$ cat config.mk
export PLATFORM = sky130hd
export DESIGN_NAME = programmable_serial_crc_core
export DESIGN_NICKNAME = d
export VERILOG_FILES = /design/src/rtl/psc_pkg.sv /design/src/rtl/programmable_serial_crc_core.sv /design/src/rtl/psc_cell.sv /design/src/rtl/psc_regs.sv
export VERILOG_INCLUDE_DIRS = /design/src /design/src/rtl
export SDC_FILE = /design/constraint.sdc
export NUM_CORES = 1
export LEC_CHECK = 0
export BUFFER_PORTS_ARGS = -buffer_cell sky130_fd_sc_hd__buf_4
export CORE_MARGIN = 2
export CORE_UTILIZATION = 30
export DETAILED_ROUTE_END_ITERATION = 10
export PLACE_DENSITY = 0.52
export SETUP_SLACK_MARGIN = 0.1
export SYNTH_ARGS = -nofsm -noshare
export SYNTH_HDL_FRONTEND = slang
export SYNTH_SLANG_ARGS = --single-unit
$ cat constraint.sdc
create_clock -name i_clk -period 3 [get_ports i_clk]
set_input_delay 0.6 -clock i_clk [delete_from_list [all_inputs] [get_ports i_clk]]
set_output_delay 0.6 -clock i_clk [all_outputs]
set_load 0.03 [all_outputs]
$ cat src/rtl/programmable_serial_crc_core_macros.svh
// Assertion macros for the programmable serial CRC core.
// Used by the top level; no other dependencies.
`ifndef PROGRAMMABLE_SERIAL_CRC_CORE_MACROS_SVH
`define PROGRAMMABLE_SERIAL_CRC_CORE_MACROS_SVH
`ifndef SYNTH
// Same-cycle implication
`define PSC_ASSERT_SAME(lbl, clk, rst_n, ante, cons, msg) \
    lbl: assert property (@(posedge clk) disable iff (!rst_n) (ante) |-> (cons)) \
        else $error(msg);
// Next-cycle implication
`define PSC_ASSERT_NEXT(lbl, clk, rst_n, ante, cons, msg) \
    lbl: assert property (@(posedge clk) disable iff (!rst_n) (ante) |=> (cons)) \
        else $error(msg);
`else
`define PSC_ASSERT_SAME(lbl, clk, rst_n, ante, cons, msg)
`define PSC_ASSERT_NEXT(lbl, clk, rst_n, ante, cons, msg)
`endif
`endif

$ cat src/rtl/psc_pkg.sv
// Shared types and constants for the programmable serial CRC core.
// No dependencies.
package psc_pkg;

    localparam int REM_W          = 32;  // remainder / output width
    localparam int POLY_W         = 32;  // generator register width
    localparam int DEG_W          = 6;   // degree register width
    localparam int DEG_EXT_W      = 7;   // holds degrees up to 127
    localparam int DEF_MAX_DEGREE = 32;
    localparam int ADDR_W         = 3;
    localparam int DATA_W         = 32;

    typedef enum logic {
        REG_POLY   = 1'b0,
        REG_DEGREE = 1'b1
    } t_reg_idx;

    typedef struct packed {
        logic [POLY_W-1:0] poly;
        logic [DEG_W-1:0]  degree;
    } t_cfg;

    // Broadcast to every cell of the remainder row
    typedef struct packed {
        logic load;   // a bit transfer is taken this cycle
        logic clear;  // end of message: cells return to zero
        logic fb;     // feedback = top remainder bit ^ message bit
    } t_cell_ctl;

endpackage

$ cat src/rtl/programmable_serial_crc_core.sv
// Programmable bit-serial CRC core: top level.
// Depends on psc_pkg, psc_cell, psc_regs and the assertion macro header.
//
// Takes one message bit per transfer, most significant first, and keeps the
// CRC remainder of the message times x^d modulo x^d + poly (zero initial
// value) in a row of one-bit cells. One bit is accepted every cycle unless the
// input stalls: each cell updates from its neighbor and the shared feedback.
// The input stalls only while a remainder waits in the output register and
// the output is not ready. On the bit flagged end_of_message the d-bit
// remainder is captured in the output register at the accepting edge and
// offered from the next cycle, and the row is cleared, so the next message
// may start in the very next cycle. Degree 0 acts as 1, degrees above
// MAX_DEGREE act as MAX_DEGREE; remainder bits above the degree read as
// zero. Write the registers only while no remainder waits at the output; a
// degree change with a message open applies from the next bit on.
`include "programmable_serial_crc_core_macros.svh"
module programmable_serial_crc_core import psc_pkg::*; #(
    parameter int MAX_DEGREE = DEF_MAX_DEGREE
) (
    input  logic              i_clk,
    input  logic              i_rst_n,
    // APB configuration
    input  logic              psel,
    input  logic              penable,
    input  logic              pwrite,
    input  logic [ADDR_W-1:0] paddr,
    input  logic [DATA_W-1:0] pwdata,
    output logic [DATA_W-1:0] prdata,
    output logic              pready,
    // bit input
    input  logic              i_valid,
    output logic              o_ready,
    input  logic              i_message_bit,
    input  logic              i_end_of_message,
    // remainder output
    output logic              o_valid,
    input  logic              i_ready,
    output logic [REM_W-1:0]  o_crc_remainder
);

    localparam int CELLS = (MAX_DEGREE < REM_W) ? MAX_DEGREE : REM_W;

    t_cfg                 w_cfg;
    t_cell_ctl            w_ctl;
    logic [DEG_EXT_W-1:0] w_deg_raw;
    logic [DEG_EXT_W-1:0] w_deg;
    logic [CELLS-1:0]     w_state;
    logic [CELLS-1:0]     w_next;
    logic [CELLS-1:0]     w_prev;
    logic [CELLS-1:0]     w_active;
    logic [CELLS-1:0]     w_tap;
    logic                 w_in_fire;
    logic                 r_out_valid;
    logic [REM_W-1:0]     r_out;

    psc_regs u_regs (
        .i_clk   (i_clk),
        .i_rst_n (i_rst_n),
        .psel    (psel),
        .penable (penable),
        .pwrite  (pwrite),
        .paddr   (paddr),
        .pwdata  (pwdata),
        .prdata  (prdata),
        .pready  (pready),
        .o_cfg   (w_cfg)
    );

    // clamp degree into 1..MAX_DEGREE
    always_comb begin
        w_deg_raw = DEG_EXT_W'(w_cfg.degree);
        if (w_deg_raw == '0) begin
            w_deg = DEG_EXT_W'(1);
        end else if (w_deg_raw > DEG_EXT_W'(MAX_DEGREE)) begin
            w_deg = DEG_EXT_W'(MAX_DEGREE);
        end else begin
            w_deg = w_deg_raw;
        end
    end

    assign o_ready   = ~r_out_valid | i_ready;
    assign w_in_fire = i_valid & o_ready;

    // top bit only exists when degree fits in the row; else it is zero
    assign w_ctl.load  = w_in_fire;
    assign w_ctl.clear = i_end_of_message;
    assign w_ctl.fb    = (|w_tap) ^ i_message_bit;

    for (genvar gi = 0; gi < CELLS; gi++) begin : g_cell
        if (gi == 0) begin : g_first
            assign w_prev[gi] = 1'b0;
        end else begin : g_rest
            assign w_prev[gi] = w_state[gi-1];
        end
        assign w_active[gi] = DEG_EXT_W'(gi) < w_deg;
        assign w_tap[gi]    = w_state[gi] & (DEG_EXT_W'(gi) == (w_deg - DEG_EXT_W'(1)));

        psc_cell u_cell (
            .i_clk      (i_clk),
            .i_rst_n    (i_rst_n),
            .i_ctl      (w_ctl),
            .i_prev_bit (w_prev[gi]),
            .i_poly_bit (w_cfg.poly[gi]),
            .i_active   (w_active[gi]),
            .o_bit      (w_state[gi]),
            .o_next     (w_next[gi])
        );
    end

    always_ff @(posedge i_clk) begin
        if (!i_rst_n) begin
            r_out_valid <= 1'b0;
        end else if (w_in_fire && i_end_of_message) begin
            r_out_valid <= 1'b1;
        end else if (i_ready) begin
            r_out_valid <= 1'b0;
        end
    end

    always_ff @(posedge i_clk) begin
        if (w_in_fire && i_end_of_message) begin
            r_out <= REM_W'(w_next);
        end
    end

    assign o_valid         = r_out_valid;
    assign o_crc_remainder = r_out;

    `PSC_ASSERT_NEXT(a_last_gives_result, i_clk, i_rst_n, w_in_fire && i_end_of_message, r_out_valid, "end of message did not load a result")
    `PSC_ASSERT_NEXT(a_last_clears_row, i_clk, i_rst_n, w_in_fire && i_end_of_message, w_state == '0, "remainder row not cleared after end of message")
    `PSC_ASSERT_SAME(a_upper_bits_zero, i_clk, i_rst_n, r_out_valid, (o_crc_remainder & ~REM_W'(w_active)) == '0, "remainder bits above degree are set")
    `PSC_ASSERT_SAME(a_stall_only_full, i_clk, i_rst_n, !o_ready, r_out_valid, "input stalled with empty output register")

endmodule

$ cat src/rtl/psc_cell.sv
// One bit cell of the CRC remainder row.
// Depends on psc_pkg.
module psc_cell import psc_pkg::*; (
    input  logic      i_clk,
    input  logic      i_rst_n,
    input  t_cell_ctl i_ctl,
    input  logic      i_prev_bit,
    input  logic      i_poly_bit,
    input  logic      i_active,
    output logic      o_bit,
    output logic      o_next
);

    logic r_bit;
    logic n_bit;

    // cells at or above the degree are masked to zero
    always_comb begin
        n_bit = i_active & (i_prev_bit ^ (i_ctl.fb & i_poly_bit));
    end

    always_ff @(posedge i_clk) begin
        if (!i_rst_n) begin
            r_bit <= 1'b0;
        end else if (i_ctl.load) begin
            r_bit <= i_ctl.clear ? 1'b0 : n_bit;
        end
    end

    assign o_bit  = r_bit;
    assign o_next = n_bit;

endmodule

$ cat src/rtl/psc_regs.sv
// APB register file: generator polynomial and degree.
// Depends on psc_pkg.
module psc_regs import psc_pkg::*; (
    input  logic              i_clk,
    input  logic              i_rst_n,
    input  logic              psel,
    input  logic              penable,
    input  logic              pwrite,
    input  logic [ADDR_W-1:0] paddr,
    input  logic [DATA_W-1:0] pwdata,
    output logic [DATA_W-1:0] prdata,
    output logic              pready,
    output t_cfg              o_cfg
);

    logic [POLY_W-1:0] r_poly;
    logic [DEG_W-1:0]  r_degree;
    logic              w_wr;
    t_reg_idx          w_idx;

    assign pready = 1'b1;
    assign w_wr   = psel & penable & pwrite & pready;
    assign w_idx  = t_reg_idx'(paddr[2]);

    always_ff @(posedge i_clk) begin
        if (!i_rst_n) begin
            r_poly   <= '0;
            r_degree <= DEG_W'(1);
        end else if (w_wr) begin
            unique case (w_idx)
                REG_POLY:   r_poly   <= pwdata[POLY_W-1:0];
                REG_DEGREE: r_degree <= pwdata[DEG_W-1:0];
            endcase
        end
    end

    always_comb begin
        unique case (w_idx)
            REG_POLY:   prdata = DATA_W'(r_poly);
            REG_DEGREE: prdata = DATA_W'(r_degree);
        endcase
    end

    assign o_cfg.poly   = r_poly;
    assign o_cfg.degree = r_degree;

endmodule
==> Flow_metrics.wiki <==
{| class="wikitable"
! Metric !! Value
|-
| Status || finished clean
|-
| Number of clock sinks || between 100 and 150
|-
| Pin count of the biggest net entering global routing || 45
|-
| Dominant synthesized flop cell || dfxtp_1
|-
| First-pass GRT wire length || ~27,000 µm
|-
| Syn_nets || ~740
|-
| Clock transition at path regs || ~0.07 ns
|-
| Average size of a mapped cell || 8.441 µm²
|-
| Post-placement cell count || 1,056
|-
| Via density || 4.840
|-
| Number of enable-type register cells in the synthesized netlist || 32
|-
| Number of core rows || 51
|-
| Worst slack, placed || -0.05986 ns
|-
| Global-route congestion overflow total || 0
|-
| Worst R2R Start || u_regs.r_degree[2]
|-
| Hold/Removal Path Class || reg2reg
|-
| Clk Latency, worst-skew pair || ~0.36 ns
|-
| H-tree lvl count || 3
|-
| Reg-to-Reg End || o_crc_remainder[3]
|-
| Growth of design area from synthesis to finish || 26.46%
|-
| Final critical-path setup slack || 0.1982 ns
|-
| Net count reported at finish || 846
|-
| Detail-routed net length per standard cell || 16.10 µm
|-
| TritonCTS clock tree || built
|-
| Most common library cell in the layout ignoring fill and taps || buf_4
|-
| Post-detailed-routing wire length || about 17,000 µm
|-
| Highest attainable clock frequency || 356.9 MHz
|-
| Initial standard-cell utilization of the core || a little under a third
|-
| Final period util || 93.39%
|-
| GP Congestion || about 0.86
|-
| Maximum vdd ir drop || 0.2689 mV
|-
| Count of synthesis-stage warnings from yosys || 0
|-
| Number of instances in the synthesized netlist || 693
|-
| Hold-fix buffers at CTS || 0
|-
| Top Ports || 111
|-
| Placeable Area || 0.01927 mm²
|-
| Largest fanout on the critical path || 15
|-
| Hold Path Sink || u_regs.r_poly[2]
|-
| Clock Tree Root || clkbuf_16
|-
| Count of placed standard cells in the final layout, fillers left out || 1,072
|-
| Number of vias in the routed layout || 5,188
|-
| Total routing resource utilization after global routing || between 10% and 20%
|-
| Share of post-route cells with drive strength above 1 || between 20% and 30%
|-
| Share of the yosys chip area belonging to registers || 40.73%
|-
| Die ar. || 0.02063 mm²
|-
| Count of TritonRoute iterations in the first routing pass || 4
|-
| Worst clock skew || 0.009504 ns
|-
| Number of remaining DRC errors || 0
|-
| Clk buf depth || 2
|-
| Via count of the first global-routing pass || 4,868
|-
| Number of buffers added by the clock tree synthesis step || 9
|-
| Leakage power || between 2 and 3 nW
|-
| Async set or reset register ratio after synthesis || 0%
|-
| Reg-to-reg setup timing slack || 0.20 ns
|-
| Final-layout worst hold slack || 0.4624 ns
|-
| Antenna fix cells || 0
|-
| Critical Path End Type || register
|-
| Count of cells along the worst hold path || 2
|-
| Count of buffers from port buffering || 107
|-
| DIE HEIGHT || about 140 µm
|-
| CP Class || reg2reg
|-
| Final count of hold timing violations || 0
|-
| Critical Path Source Type || register
|-
| Flip-flop and latch count after synthesis || 103
|-
| Power density normalized to cell area || 395.6 mW/mm²
|-
| Worst endpoint required time || roughly 3.2 ns
|-
| Final-report max-slew violation count || 0
|-
| Post-synthesis instance area || a little under 0.006 mm²
|-
| Unrepaired setup endpoints after global routing || false
|-
| FF-to-FF path depth || 10
|-
| Number of setup violations in the final report || 0
|-
| Top library cells by usage in the layout, fill and taps aside || buf_4 (144), nand2_1 (133), dfxtp_1 (68)
|-
| Slew margin rel. || 56.54%
|-
| Die X-Extent || 143.6 µm
|-
| Count of unique library cells instantiated by Yosys || 53
|-
| Max-cap violations || 0
|-
| Transition time at the pin with the least slew margin || 0.6519 ns
|-
| Number of antenna violations at the first check in global routing || 0
|-
| Layout fillers || 2,076
|-
| Drt initial violations || 356
|-
| Arrival @ worst endpoint || 2.99 ns
|-
| HPWL Detailed || between 10,000 and 15,000 µm
|-
| Time the final worst path needs with I/O delays and setup || ~2.8 ns
|-
| Number of nets still failing antenna checks after routing || 0
|-
| Launch instance of the worst min-delay path || u_regs.r_poly[2]
|}
-- power breakdown --
group / leakage, nW / internal (W) / switching (W)
clock: 0.131 / 0.000558 / 0.000528
combinational: 1.67 / 0.000147 / 0.000213
sequential: 0.882 / 0.00146 / 0.0000207
total: 2.68 / 0.00216 / 0.000763
-- worst max-delay path, stage by stage (launching register included) --
cell,delay [ns]
dfxtp_2,0.41
buf_4,0.19
o31ai_1,0.19
o211a_1,0.24
mux2i_1,0.21
nor2_1,0.06
o32a_2,0.43
xnor2_2,0.21
buf_12,0.18
or3_1,0.30
a21oi_1,0.20
-- metrics by stage --
step	utilization, %	area, µm²	total power [W]	TNS [ns]
2_1_floorplan	-	5849	0.001715	0
3_3_place_gp	36.95	7121	0.001874	-0.05431
3_5_place_dp	36.95	7121	0.001876	-0.2032
4_1_cts	38.31	7382	0.002961	0
5_1_grt	38.38	7397	0.003050	0
6_report	38.38	7397	0.002926	0
-- routing by layer --
metal	wire (µm)	track usage (%)
met1	8547	24.82
met2	7383	25.09
met3	1020	3.899
met4	306	5.986
met5	0	0
-- flip-flops by register name, indices dropped and copies added (netlist names) --
| register | count |
|---|---|
| u_regs.r_degree | 6 |
| o_valid | 1 |
| u_regs.r_poly | 32 |
| o_crc_remainder | 32 |
| g_cell.u_cell.o_bit | 32 |
-- logic make-up after synthesis --
logic type,synth area share (%)
DFF,40.73
muxes,9.155
and+or+nand+nor,25.24
AOI/OAI and AO/OA,17.13
xor gates and xnor gates,2.374
buffers and inverters,5.305
other,0.06411
-- how the worst max path moves through the flow --
stage	end	cells after the start	slack [ns]	from
final	o_crc_remainder[3]	10	0.20	u_regs.r_degree[2]
after global routing	o_crc_remainder[26]	11	0.10	u_regs.r_degree[2]
after CTS	o_crc_remainder[17]	9	0.12	u_regs.r_degree[0]
after detailed placement	o_crc_remainder[17]	8	-0.06	u_regs.r_degree[2]
after global placement	o_crc_remainder[30]	8	-0.03	u_regs.r_degree[2]
after floorplan	o_crc_remainder[23]	10	0.48	u_regs.r_degree[3]
-- cells in the mapped netlist, types with 3 or more instances --
library cell | number | share of area (%)
nand3_1 | 22 | 1.9
a31o_2 | 4 | 0.60
nor2_1 | 55 | 3.5
nand2b_1 | 19 | 2.0
dfxtp_1 | 71 | 24
nor4_1 | 3 | 0.32
and2_1 | 4 | 0.43
or4_1 | 4 | 0.51
o31ai_1 | 3 | 0.38
nor4b_1 | 12 | 1.8
buf_2 | 8 | 0.68
o31ai_2 | 10 | 2.1
nor2b_1 | 28 | 3.0
or3_1 | 7 | 0.75
mux2i_1 | 31 | 5.3
a31oi_1 | 6 | 0.64
or2_2 | 3 | 0.32
a21oi_1 | 42 | 3.6
edfxtp_1 | 32 | 16
nand4_1 | 3 | 0.32
clkbuf_1 | 34 | 2.2
buf_1 | 3 | 0.19
buf_4 | 3 | 0.38
mux2_2 | 15 | 2.9
xnor2_1 | 12 | 1.8
nand2_1 | 133 | 8.5
a21o_1 | 4 | 0.51
a32oi_1 | 10 | 1.5
inv_1 | 23 | 1.5
o211ai_1 | 4 | 0.51
a21boi_0 | 33 | 4.2
nor3_1 | 5 | 0.43
o21ai_0 | 19 | 1.6
-- repair_timing --
action	in CTS	in global routing
buffers inserted	0	0
resized for setup	3	3
setup endpoints to repair	28	28
pin swaps	0	1
hold endpoints to repair	0	0
-- area by class of cell --
| type | count | area (µm²) | share of cell area, % |
|---|---|---|---|
| inverters | 23 | 86.33 | 1.167 |
| repair buffers | 148 | 1161 | 15.70 |
| well taps | 265 | 331.6 | 4.482 |
| clock inverters | 5 | 25.02 | 0.3383 |
| multi-input cells | 517 | 3174 | 42.91 |
| clock buffers | 11 | 232.7 | 3.146 |
| flip-flops and latches | 103 | 2386 | 32.26 |
Power figures use the tool's default switching activity.
